`config.mk`:
```
export PLATFORM = sky130hd
export DESIGN_NAME = interval_workout_sequencer_top
export DESIGN_NICKNAME = d
export VERILOG_FILES = /design/src/sv/iws_pkg.sv /design/src/sv/interval_workout_sequencer_top.sv /design/src/sv/iws_csr.sv /design/src/sv/iws_ctrl.sv /design/src/sv/iws_dp.sv
export SDC_FILE = /design/constraint.sdc
export NUM_CORES = 2
export LEC_CHECK = 0
export ABC_AREA = 1
export BUFFER_PORTS_ARGS = -buffer_cell sky130_fd_sc_hd__buf_2
export CAP_MARGIN = 20
export CORE_ASPECT_RATIO = 1.75
export CORE_MARGIN = 2
export CORE_UTILIZATION = 36
export CTS_CLUSTER_DIAMETER = 200
export DETAILED_ROUTE_END_ITERATION = 7
export MAX_ROUTING_LAYER = met4
export PLACE_DENSITY_LB_ADDON = 0.15
export SLEW_MARGIN = 25
export SYNTH_ARGS = -nofsm -noshare
export SYNTH_HDL_FRONTEND = slang
export SYNTH_SLANG_ARGS = --single-unit
```
`constraint.sdc`:
```
create_clock -name clock -period 9.6 [get_ports clock]
set_clock_uncertainty 0.1 [all_clocks]
set_input_delay 1.92 -clock clock [delete_from_list [all_inputs] [get_ports clock]]
set_output_delay 1.92 -clock clock [all_outputs]
set_load 0.1 [all_outputs]
```
`src/sv/iws_pkg.sv`:
```
// ----------------------------------------------------------------------------
// iws_pkg: shared types and codes for the interval workout sequencer
// Command and phase codes, register indexes, channel word types, and the
// command/status structs between the controller and the datapath.
// ----------------------------------------------------------------------------
package iws_pkg;

   localparam int unsigned ADDR_W = 5;
   localparam int unsigned CNT_W  = 17;
   localparam int unsigned PROD_W = 41;

   localparam logic [2:0] MODE_TICK  = 3'd0;
   localparam logic [2:0] MODE_ARM   = 3'd1;
   localparam logic [2:0] MODE_REARM = 3'd2;
   localparam logic [2:0] MODE_START = 3'd3;
   localparam logic [2:0] MODE_STOP  = 3'd4;

   localparam logic [2:0] PH_IDLE  = 3'd0;
   localparam logic [2:0] PH_ARMED = 3'd1;
   localparam logic [2:0] PH_RUN   = 3'd2;
   localparam logic [2:0] PH_PREST = 3'd3;
   localparam logic [2:0] PH_SREST = 3'd4;
   localparam logic [2:0] PH_DONE  = 3'd5;

   localparam logic [2:0] REG_PASS_BY_DISTANCE  = 3'd0;
   localparam logic [2:0] REG_PASS_TIME         = 3'd1;
   localparam logic [2:0] REG_PASS_DISTANCE     = 3'd2;
   localparam logic [2:0] REG_EXTRA_SERIES      = 3'd3;
   localparam logic [2:0] REG_PASSES_PER_SERIES = 3'd4;
   localparam logic [2:0] REG_PASS_REST_TIME    = 3'd5;
   localparam logic [2:0] REG_SERIES_REST_TIME  = 3'd6;

   typedef struct packed {
      logic [2:0]  mode;
      logic [15:0] elapsed;
      logic [31:0] odometer;
   } req_type;

   typedef struct packed {
      logic [2:0]  phase;
      logic [23:0] pass_time_left;
      logic [23:0] pass_distance_left;
      logic [23:0] rest_time_left;
      logic [7:0]  series_to_go;
      logic [7:0]  passes_to_go;
      logic [31:0] work_time_total;
      logic [31:0] work_distance_total;
   } rsp_type;

   typedef struct packed {
      logic        pass_by_distance;
      logic [23:0] pass_time;
      logic [23:0] pass_distance;
      logic [7:0]  extra_series;
      logic [7:0]  passes_per_series;
      logic [23:0] pass_rest_time;
      logic [23:0] series_rest_time;
   } cfg_type;

   typedef struct packed {
      logic accept;
      logic commit;
      logic plan;
      logic load_out;
   } cmd_type;

   typedef struct packed {
      logic plan_req;
   } sts_type;

   function automatic logic [31:0] sat_add32(input logic [31:0] a, input logic [31:0] b);
      logic [32:0] sum;
      sum = {1'b0, a} + {1'b0, b};
      return sum[32] ? '1 : sum[31:0];
   endfunction

endpackage

```
`src/sv/interval_workout_sequencer_top.sv`:
```
// ----------------------------------------------------------------------------
// interval_workout_sequencer_top: interval training sequencer
// Takes one command word per item (tick, arm, rearm, start, stop) and returns
// one result word with the phase, countdowns, counters and totals.
//
// Usage:
//   - Request channel req_*: valid/ready, one command word per transfer.
//   - Result channel rsp_*: valid/ready, exactly one result word per command.
//   - APB port: seven settings at byte addresses 0, 4, ... 24, pready tied
//     high; write settings only while no command is in flight.
//   - A command passes through capture, then state update into the result
//     register. A tick that ends the workout adds a step for the planned-total
//     multiply (pass count x pass length, registered).
//   - Result valid is registered and rises as the result register is loaded.
//   - A new command is taken while a result still waits; if the receiver
//     stalls, the next update holds until the result register is free.
//   - Synchronous reset: phase idle, all counters, totals and settings zero.
// ----------------------------------------------------------------------------
module interval_workout_sequencer_top (
   input  logic                          clock,
   input  logic                          reset,
   input  logic                          req_valid,
   output logic                          req_ready,
   input  iws_pkg::req_type              req_data,
   output logic                          rsp_valid,
   input  logic                          rsp_ready,
   output iws_pkg::rsp_type              rsp_data,
   input  logic                          psel,
   input  logic                          penable,
   input  logic                          pwrite,
   input  logic [iws_pkg::ADDR_W-1:0]    paddr,
   input  logic [31:0]                   pwdata,
   output logic [31:0]                   prdata,
   output logic                          pready
);

   iws_pkg::cfg_type cfg;
   iws_pkg::cmd_type cmd;
   iws_pkg::sts_type sts;

   iws_csr u_csr (
      .clock   (clock),
      .reset   (reset),
      .psel    (psel),
      .penable (penable),
      .pwrite  (pwrite),
      .paddr   (paddr),
      .pwdata  (pwdata),
      .prdata  (prdata),
      .pready  (pready),
      .cfg     (cfg)
   );

   iws_ctrl u_ctrl (
      .clock     (clock),
      .reset     (reset),
      .req_valid (req_valid),
      .req_ready (req_ready),
      .rsp_valid (rsp_valid),
      .rsp_ready (rsp_ready),
      .sts       (sts),
      .cmd       (cmd)
   );

   iws_dp u_dp (
      .clock    (clock),
      .reset    (reset),
      .cfg      (cfg),
      .cmd      (cmd),
      .req_data (req_data),
      .sts      (sts),
      .rsp_data (rsp_data)
   );

endmodule

```
`src/sv/iws_csr.sv`:
```
// ----------------------------------------------------------------------------
// iws_csr: configuration register file
// APB-style slave holding the seven workout settings; reads return them.
// ----------------------------------------------------------------------------
module iws_csr (
   input  logic                          clock,
   input  logic                          reset,
   input  logic                          psel,
   input  logic                          penable,
   input  logic                          pwrite,
   input  logic [iws_pkg::ADDR_W-1:0]    paddr,
   input  logic [31:0]                   pwdata,
   output logic [31:0]                   prdata,
   output logic                          pready,
   output iws_pkg::cfg_type              cfg
);

   iws_pkg::cfg_type cfg_ff, cfg_in;
   logic [2:0]       reg_idx;

   assign reg_idx = paddr[iws_pkg::ADDR_W-1:2];
   assign pready  = 1'b1;
   assign cfg     = cfg_ff;

   always_comb begin
      cfg_in = cfg_ff;
      if (psel && penable && pwrite) begin
         case (reg_idx)
            iws_pkg::REG_PASS_BY_DISTANCE:  cfg_in.pass_by_distance  = pwdata[0];
            iws_pkg::REG_PASS_TIME:         cfg_in.pass_time         = pwdata[23:0];
            iws_pkg::REG_PASS_DISTANCE:     cfg_in.pass_distance     = pwdata[23:0];
            iws_pkg::REG_EXTRA_SERIES:      cfg_in.extra_series      = pwdata[7:0];
            iws_pkg::REG_PASSES_PER_SERIES: cfg_in.passes_per_series = pwdata[7:0];
            iws_pkg::REG_PASS_REST_TIME:    cfg_in.pass_rest_time    = pwdata[23:0];
            iws_pkg::REG_SERIES_REST_TIME:  cfg_in.series_rest_time  = pwdata[23:0];
            default: ;
         endcase
      end
   end

   always_comb begin
      case (reg_idx)
         iws_pkg::REG_PASS_BY_DISTANCE:  prdata = {31'd0, cfg_ff.pass_by_distance};
         iws_pkg::REG_PASS_TIME:         prdata = {8'd0, cfg_ff.pass_time};
         iws_pkg::REG_PASS_DISTANCE:     prdata = {8'd0, cfg_ff.pass_distance};
         iws_pkg::REG_EXTRA_SERIES:      prdata = {24'd0, cfg_ff.extra_series};
         iws_pkg::REG_PASSES_PER_SERIES: prdata = {24'd0, cfg_ff.passes_per_series};
         iws_pkg::REG_PASS_REST_TIME:    prdata = {8'd0, cfg_ff.pass_rest_time};
         iws_pkg::REG_SERIES_REST_TIME:  prdata = {8'd0, cfg_ff.series_rest_time};
         default:                        prdata = '0;
      endcase
   end

   always_ff @(posedge clock) begin
      if (reset) begin
         cfg_ff <= '0;
      end else begin
         cfg_ff <= cfg_in;
      end
   end

endmodule

```
`src/sv/iws_ctrl.sv`:
```
// ----------------------------------------------------------------------------
// iws_ctrl: sequencing controller
// Steps each command word through capture, update and the optional planned
// total, and owns the result valid flag.
// ----------------------------------------------------------------------------
module iws_ctrl (
   input  logic              clock,
   input  logic              reset,
   input  logic              req_valid,
   output logic              req_ready,
   output logic              rsp_valid,
   input  logic              rsp_ready,
   input  iws_pkg::sts_type  sts,
   output iws_pkg::cmd_type  cmd
);

   typedef enum logic [1:0] {ST_WAIT, ST_UPD, ST_PLAN} state_type;

   state_type state_ff, state_in;
   logic      rsp_valid_ff, rsp_valid_in;
   logic      out_free;

   assign out_free  = !rsp_valid_ff || rsp_ready;
   assign req_ready = (state_ff == ST_WAIT);
   assign rsp_valid = rsp_valid_ff;

   always_comb begin
      state_in     = state_ff;
      rsp_valid_in = rsp_valid_ff && !rsp_ready;
      cmd          = '0;
      case (state_ff)
         ST_WAIT: begin
            cmd.accept = req_valid;
            if (req_valid) state_in = ST_UPD;
         end
         ST_UPD: begin
            if (out_free) begin
               cmd.commit = 1'b1;
               if (sts.plan_req) begin
                  state_in = ST_PLAN;
               end else begin
                  cmd.load_out = 1'b1;
                  rsp_valid_in = 1'b1;
                  state_in     = ST_WAIT;
               end
            end
         end
         ST_PLAN: begin
            if (out_free) begin
               cmd.plan     = 1'b1;
               cmd.load_out = 1'b1;
               rsp_valid_in = 1'b1;
               state_in     = ST_WAIT;
            end
         end
         default: state_in = ST_WAIT;
      endcase
   end

   always_ff @(posedge clock) begin
      if (reset) begin
         state_ff     <= ST_WAIT;
         rsp_valid_ff <= 1'b0;
      end else begin
         state_ff     <= state_in;
         rsp_valid_ff <= rsp_valid_in;
      end
   end

endmodule

```
`src/sv/iws_dp.sv`:
```
// ----------------------------------------------------------------------------
// iws_dp: sequencer datapath
// Holds the workout state, computes the effect of one command word, the
// planned total product, and the result register.
// ----------------------------------------------------------------------------
module iws_dp (
   input  logic              clock,
   input  logic              reset,
   input  iws_pkg::cfg_type  cfg,
   input  iws_pkg::cmd_type  cmd,
   input  iws_pkg::req_type  req_data,
   output iws_pkg::sts_type  sts,
   output iws_pkg::rsp_type  rsp_data
);

   iws_pkg::rsp_type             st_ff, st_in, step, out_ff;
   logic [31:0]                  lodo_ff, lodo_in, step_lodo;
   logic [2:0]                   mode_ff;
   logic [15:0]                  elapsed_ff;
   logic [31:0]                  odo_ff;
   logic [31:0]                  delta_ff, delta_in;
   logic [iws_pkg::CNT_W-1:0]    cnt_ff, cnt_in;
   logic [iws_pkg::PROD_W-1:0]   prod_ff, prod_in;
   logic [23:0]                  base;
   logic [31:0]                  plan_total;
   logic [8:0]                   series_count;
   logic                         plan_req;

   assign delta_in     = (req_data.odometer > lodo_ff) ? (req_data.odometer - lodo_ff) : '0;
   assign series_count = {1'b0, cfg.extra_series} + 9'd1;
   assign cnt_in       = iws_pkg::CNT_W'(cfg.passes_per_series)
                         * iws_pkg::CNT_W'(series_count);
   assign base         = cfg.pass_by_distance ? cfg.pass_distance : cfg.pass_time;
   assign prod_in      = iws_pkg::PROD_W'(cnt_ff) * iws_pkg::PROD_W'(base);
   assign plan_total   = (|prod_ff[iws_pkg::PROD_W-1:32]) ? '1 : prod_ff[31:0];
   assign sts.plan_req = plan_req;
   assign rsp_data     = out_ff;

   always_comb begin
      logic [23:0] el24;
      logic [23:0] used;
      logic [7:0]  passes_dec;
      logic        fin;
      logic        run_go;
      step       = st_ff;
      step_lodo  = lodo_ff;
      plan_req   = 1'b0;
      run_go     = 1'b0;
      fin        = 1'b0;
      used       = '0;
      el24       = {8'd0, elapsed_ff};
      passes_dec = (st_ff.passes_to_go != 8'd0) ? (st_ff.passes_to_go - 8'd1) : 8'd0;
      case (mode_ff)
         iws_pkg::MODE_TICK: begin
            if (!(st_ff.phase inside {iws_pkg::PH_IDLE, iws_pkg::PH_DONE})) begin
               step_lodo = odo_ff;
               if (st_ff.phase == iws_pkg::PH_RUN) begin
                  if (!cfg.pass_by_distance) begin
                     fin  = (el24 >= st_ff.pass_time_left);
                     used = fin ? st_ff.pass_time_left : el24;
                     step.pass_time_left  = st_ff.pass_time_left - used;
                     step.work_time_total = iws_pkg::sat_add32(st_ff.work_time_total,
                                                               {8'd0, used});
                     step.work_distance_total =
                        iws_pkg::sat_add32(st_ff.work_distance_total, delta_ff);
                  end else begin
                     fin  = (delta_ff >= {8'd0, st_ff.pass_distance_left});
                     used = fin ? st_ff.pass_distance_left : delta_ff[23:0];
                     step.pass_distance_left = st_ff.pass_distance_left - used;
                     step.work_time_total = iws_pkg::sat_add32(st_ff.work_time_total,
                                                               {16'd0, elapsed_ff});
                     step.work_distance_total =
                        iws_pkg::sat_add32(st_ff.work_distance_total, {8'd0, used});
                  end
                  if (fin) begin
                     step.passes_to_go = passes_dec;
                     if (passes_dec != 8'd0) begin
                        if (cfg.pass_rest_time != 24'd0) begin
                           step.phase          = iws_pkg::PH_PREST;
                           step.rest_time_left = cfg.pass_rest_time;
                        end else begin
                           run_go = 1'b1;
                        end
                     end else if (st_ff.series_to_go != 8'd0) begin
                        step.series_to_go = st_ff.series_to_go - 8'd1;
                        step.passes_to_go = cfg.passes_per_series;
                        if (cfg.series_rest_time != 24'd0) begin
                           step.phase          = iws_pkg::PH_SREST;
                           step.rest_time_left = cfg.series_rest_time;
                        end else begin
                           run_go = 1'b1;
                        end
                     end else begin
                        step.phase        = iws_pkg::PH_DONE;
                        step.passes_to_go = 8'd0;
                        step.series_to_go = 8'd0;
                        plan_req          = 1'b1;
                     end
                  end
               end else if (st_ff.phase inside {iws_pkg::PH_PREST, iws_pkg::PH_SREST}) begin
                  if (st_ff.rest_time_left > el24) begin
                     step.rest_time_left = st_ff.rest_time_left - el24;
                  end else begin
                     step.rest_time_left = '0;
                     run_go              = 1'b1;
                  end
               end
            end
         end
         iws_pkg::MODE_ARM, iws_pkg::MODE_REARM: begin
            step.work_time_total     = '0;
            step.work_distance_total = '0;
            step.series_to_go        = cfg.extra_series;
            step.passes_to_go        = cfg.passes_per_series;
            step.phase               = iws_pkg::PH_ARMED;
            if (mode_ff == iws_pkg::MODE_REARM) step_lodo = odo_ff;
         end
         iws_pkg::MODE_START: begin
            if (st_ff.phase == iws_pkg::PH_ARMED) begin
               step_lodo = odo_ff;
               run_go    = 1'b1;
            end
         end
         iws_pkg::MODE_STOP: begin
            step.phase              = iws_pkg::PH_IDLE;
            step.pass_time_left     = '0;
            step.pass_distance_left = '0;
            step.rest_time_left     = '0;
         end
         default: ;
      endcase
      if (run_go) begin
         step.phase = iws_pkg::PH_RUN;
         if (cfg.pass_by_distance) begin
            step.pass_distance_left = cfg.pass_distance;
         end else begin
            step.pass_time_left = cfg.pass_time;
         end
      end
   end

   always_comb begin
      st_in   = st_ff;
      lodo_in = lodo_ff;
      if (cmd.commit) begin
         st_in   = step;
         lodo_in = step_lodo;
      end else if (cmd.plan) begin
         if (cfg.pass_by_distance) begin
            st_in.work_distance_total = plan_total;
         end else begin
            st_in.work_time_total = plan_total;
         end
      end
   end

   always_ff @(posedge clock) begin
      if (reset) begin
         st_ff   <= '0;
         lodo_ff <= '0;
      end else begin
         st_ff   <= st_in;
         lodo_ff <= lodo_in;
      end
   end

   always_ff @(posedge clock) begin
      if (cmd.accept) begin
         mode_ff    <= req_data.mode;
         elapsed_ff <= req_data.elapsed;
         odo_ff     <= req_data.odometer;
         delta_ff   <= delta_in;
         cnt_ff     <= cnt_in;
      end
      if (cmd.commit) prod_ff <= prod_in;
      if (cmd.load_out) out_ff <= st_in;
   end

endmodule

```
==> Implementation_results.wiki <==
{| class="wikitable"
! Metric !! Value
|-
| Syn avg cell area || 7.23 sq um
|-
| Die Width || 302 microns
|-
| Routed Antenna Nets || 0
|-
| Root cell of the clock tree || sky130_fd_sc_hd__clkbuf_16
|-
| Depth of the worst register-to-register path || 25
|-
| Total global-route track usage || 0.300
|-
| Critical Path Sink Type || flop
|-
| Post-synthesis sequential area ratio || 0.267
|-
| Via density per instance || 5.37
|-
| Synthesis warning total || 0
|-
| Sum of negative setup slack || 0 ns
|-
| Max Clk Rate || 121 MHz
|-
| Sum of net half-perimeters after detailed placement || 187,000 microns
|-
| Number of standard cells after synthesis || 7,752
|-
| Setup-failing EPs final || 0
|-
| Share of final-layout standard cells stronger than drive strength 1 || 0.0690
|-
| Most numerous cell types in the synthesized netlist || 2,073 x sky130_fd_sc_hd__nand2_1, 1,162 x sky130_fd_sc_hd__inv_1, 675 x sky130_fd_sc_hd__a21oi_1
|-
| Top-count cell post-synth || sky130_fd_sc_hd__nand2_1
|-
| Total of hold buffers inserted after clock tree synthesis || 0
|-
| Worst voltage drop across the vdd grid || 0.149 mV
|-
| Netlist Area Pre-Place || 0.0561 sq mm
|-
| Final min period || 8.25 ns
|-
| Number of optimization iterations in the first detailed-route pass || 6
|-
| IO buf count || 265
|-
| Layout Utilization || 0.400
|-
| Relative slew slack || 0.312
|-
| Routed wire length || 234,000 microns
|-
| Number of enable-type register cells in the synthesized netlist || 296
|-
| Number of sinks driven by the clock tree || 599
|-
| Total of fill cells in the finished design || 16,400
|-
| Cell taking the most area after synthesis || sky130_fd_sc_hd__edfxtp_1
|-
| Floorplan die height || 526 microns
|-
| Via count of the first global-routing pass || 53,300
|-
| # H-tree levels || 3
|-
| FF+latch count, synth || 599
|-
| Top-Level Pins || 285
|-
| Commonest register cell after synthesis || sky130_fd_sc_hd__dfxtp_1
|-
| Worst setup path category || reg2reg
|-
| Final Slew Violations || 0
|-
| Buffers inserted by post-CTS timing repair || 0
|-
| CP Data Required Time || 9.90 ns
|-
| DR DRC count || 0
|-
| Setup repair after global routing missed its margin || no
|-
| TritonCTS clock tree || built
|-
| Number of max-capacitance violations reported || 0
|-
| Largest driver fanout on the critical path || 26
|-
| CP arrival || 8.55 ns
|-
| Area of the core region || 0.155 sq mm
|-
| Die Footprint || 0.159 sq mm
|-
| Number of buffers on the longest clock path || 3
|-
| Starting density of the core || 0.363
|-
| Reported leakage power || 29.1 nW
|-
| Synth cell types || 61
|-
| Largest cells by area after synthesis || sky130_fd_sc_hd__edfxtp_1 16%, sky130_fd_sc_hd__nand2_1 14%, sky130_fd_sc_hd__fa_1 14%
|-
| Status || finished clean
|-
| Final net count || 8,744
|-
| Overall via count from detail_route || 53,700
|-
| RD Place Congestion || 0.974
|-
| Least-Margin Pin Slew || 1.03 ns
|-
| Cell Rows || 191
|-
| Number of DRC violations after detailed-routing iteration 0 || 3,535
|-
| First-pass GRT wire length || 344,000 microns
|-
| Hold violation count in the final report || 0
|-
| Clock transition at path regs || 0.06 ns
|-
| Layout overhead on the synthesized area || 10.4%
|-
| Maximum number of pins on one net before global-route repair || 140
|-
| Top-area cell type share of the netlist area || 0.159
|-
| Number of antenna violations at the first check in global routing || 29
|-
| Total grt overflow || 0
|-
| WHS Path Cells || 2
|-
| Period utilization || 0.859
|-
| Number of buffers created by CTS || 69
|-
| Average detailed-routed wire length per instance || 23.5 microns
|-
| Startpoint types || flop
|-
| Post-CTS sizing || 0
|-
| Fraction of synthesis flops using an asynchronous set or reset pin || 0
|-
| Power density over the cells || 120 mW/mm^2
|-
| Worst skew pair latency || 0.68 ns
|-
| Hold Crit Class || reg2reg
|}
sequential cells by signal, indices dropped and copies added (netlist names), 16 cells and up:
register,cells
u_csr.cfg,113
u_dp.cnt_ff,17
u_dp.delta_ff,32
u_dp.elapsed_ff,16
u_dp.lodo_ff,32
u_dp.odo_ff,32
u_dp.prod_ff,41
u_dp.rsp_data,155
u_dp.st_ff,155
logic make-up (layout without fill, tap and decap cells):
logic type | count (synthesis) | after routing | share of synthesized area
and+or+nand+nor | 3313 | 3313 | 0.239
AOI/OAI and AO/OA | 1421 | 1421 | 0.145
adders and majority gates | 762 | 762 | 0.221
xor gates and xnor gates | 173 | 173 | 0.0270
DFF | 599 | 599 | 0.267
other | 2 | 41 | 0.000134
buffers and inverters | 1482 | 1656 | 0.101
layer usage:
| metal | global-route usage | part of all wire | vias up | wire [microns] |
|---|---|---|---|---|
| met5 | - | 0 | - | 0 |
| met4 | 0.184 | 0.074 | 0 | 17300 |
| met3 | 0.0416 | 0.055 | 557 | 12800 |
| met2 | 0.522 | 0.50 | 1793 | 118000 |
| met1 | 0.320 | 0.37 | 26000 | 85900 |
| li1 | - | - | 25400 | - |
metrics by stage:
step	cell area, sq um	hold WS, ns	cells	power [W]	setup slack (ns)
after floorplan	56100	0.343	7767	0.00409	2.28
after detailed placement	59500	0.359	9842	0.00461	1.44
after CTS	61800	0.372	9967	0.00748	1.45
after global placement	59500	0.355	9842	0.00459	1.48
final	61900	0.368	9991	0.00742	1.35
after global routing	61900	0.390	9989	0.00774	1.00
worst paths after layout:
path,startpoint,endpoint,slack [ns]
hold reg to reg,u_dp.lodo_ff[10],u_dp.lodo_ff[10],0.37
setup / recovery,u_csr.cfg[112],u_dp.prod_ff[35],1.35
setup reg to reg,u_csr.cfg[112],u_dp.prod_ff[35],1.35
hold / removal,u_dp.lodo_ff[10],u_dp.lodo_ff[10],0.37
power breakdown:
group          total [W]  switching [W]  internal [W]
Sequential       0.00297       0.000141       0.00283
Clock            0.00286        0.00124       0.00161
Combinational    0.00160        0.00116      0.000440
area by class of cell:
| class | count | area [sq um] | area share |
|---|---|---|---|
| Antenna cell | 24 | 60.1 | 0.000970 |
| Clock buffer | 84 | 1900 | 0.0306 |
| Clock inverter | 41 | 455 | 0.00736 |
| Inverter | 1185 | 4450 | 0.0720 |
| Multi-Input combinational cell | 5686 | 35600 | 0.574 |
| Sequential cell | 599 | 15000 | 0.242 |
| Tap cell | 2026 | 2530 | 0.0410 |
| Timing Repair Buffer | 346 | 1990 | 0.0321 |
critical path, stage by stage, from the launching register on:
cell,delay (ns)
sky130_fd_sc_hd__dfxtp_2,0.68
sky130_fd_sc_hd__inv_2,0.39
sky130_fd_sc_hd__nand2_1,0.35
sky130_fd_sc_hd__nand2_1,0.18
sky130_fd_sc_hd__inv_1,0.30
sky130_fd_sc_hd__nor2_1,0.12
sky130_fd_sc_hd__fa_1,0.56
sky130_fd_sc_hd__inv_1,0.05
sky130_fd_sc_hd__fa_1,0.46
sky130_fd_sc_hd__fa_1,0.49
sky130_fd_sc_hd__fa_1,0.54
sky130_fd_sc_hd__inv_1,0.05
sky130_fd_sc_hd__fa_1,0.47
sky130_fd_sc_hd__inv_1,0.05
sky130_fd_sc_hd__fa_1,0.47
sky130_fd_sc_hd__inv_1,0.04
sky130_fd_sc_hd__ha_1,0.34
sky130_fd_sc_hd__nand2_1,0.11
sky130_fd_sc_hd__nor2_1,0.15
sky130_fd_sc_hd__nand4_1,0.17
sky130_fd_sc_hd__o211ai_1,0.40
sky130_fd_sc_hd__a21boi_0,0.36
sky130_fd_sc_hd__o21ai_0,0.62
sky130_fd_sc_hd__a21oi_1,0.20
sky130_fd_sc_hd__o21ai_0,0.24
sky130_fd_sc_hd__xor2_1,0.10
layout by cell type, fill, tap and decap left out, types with 19 or more instances in the layout:
master | Yosys | final
sky130_fd_sc_hd__a211oi_1 | 97 | 97
sky130_fd_sc_hd__a21o_1 | 22 | 22
sky130_fd_sc_hd__a21oi_1 | 675 | 674
sky130_fd_sc_hd__buf_2 | 25 | 264
sky130_fd_sc_hd__buf_4 | 9 | 77
sky130_fd_sc_hd__clkbuf_16 | 0 | 71
sky130_fd_sc_hd__dfxtp_1 | 303 | 302
sky130_fd_sc_hd__diode_2 | 0 | 24
sky130_fd_sc_hd__edfxtp_1 | 296 | 296
sky130_fd_sc_hd__fa_1 | 379 | 379
sky130_fd_sc_hd__ha_1 | 383 | 383
sky130_fd_sc_hd__inv_1 | 1162 | 1158
sky130_fd_sc_hd__nand2_1 | 2073 | 2070
sky130_fd_sc_hd__nand3_1 | 376 | 375
sky130_fd_sc_hd__nand4_1 | 54 | 54
sky130_fd_sc_hd__nor2_1 | 670 | 664
sky130_fd_sc_hd__nor3_1 | 53 | 50
sky130_fd_sc_hd__o2111ai_1 | 19 | 19
sky130_fd_sc_hd__o211ai_1 | 76 | 76
sky130_fd_sc_hd__o21a_1 | 46 | 46
sky130_fd_sc_hd__o21ai_0 | 342 | 341
sky130_fd_sc_hd__o21bai_1 | 26 | 26
sky130_fd_sc_hd__o22ai_1 | 35 | 35
sky130_fd_sc_hd__or2_2 | 31 | 31
sky130_fd_sc_hd__xnor2_1 | 57 | 57
sky130_fd_sc_hd__xor2_1 | 116 | 116
(Power assumes the default switching activity.)
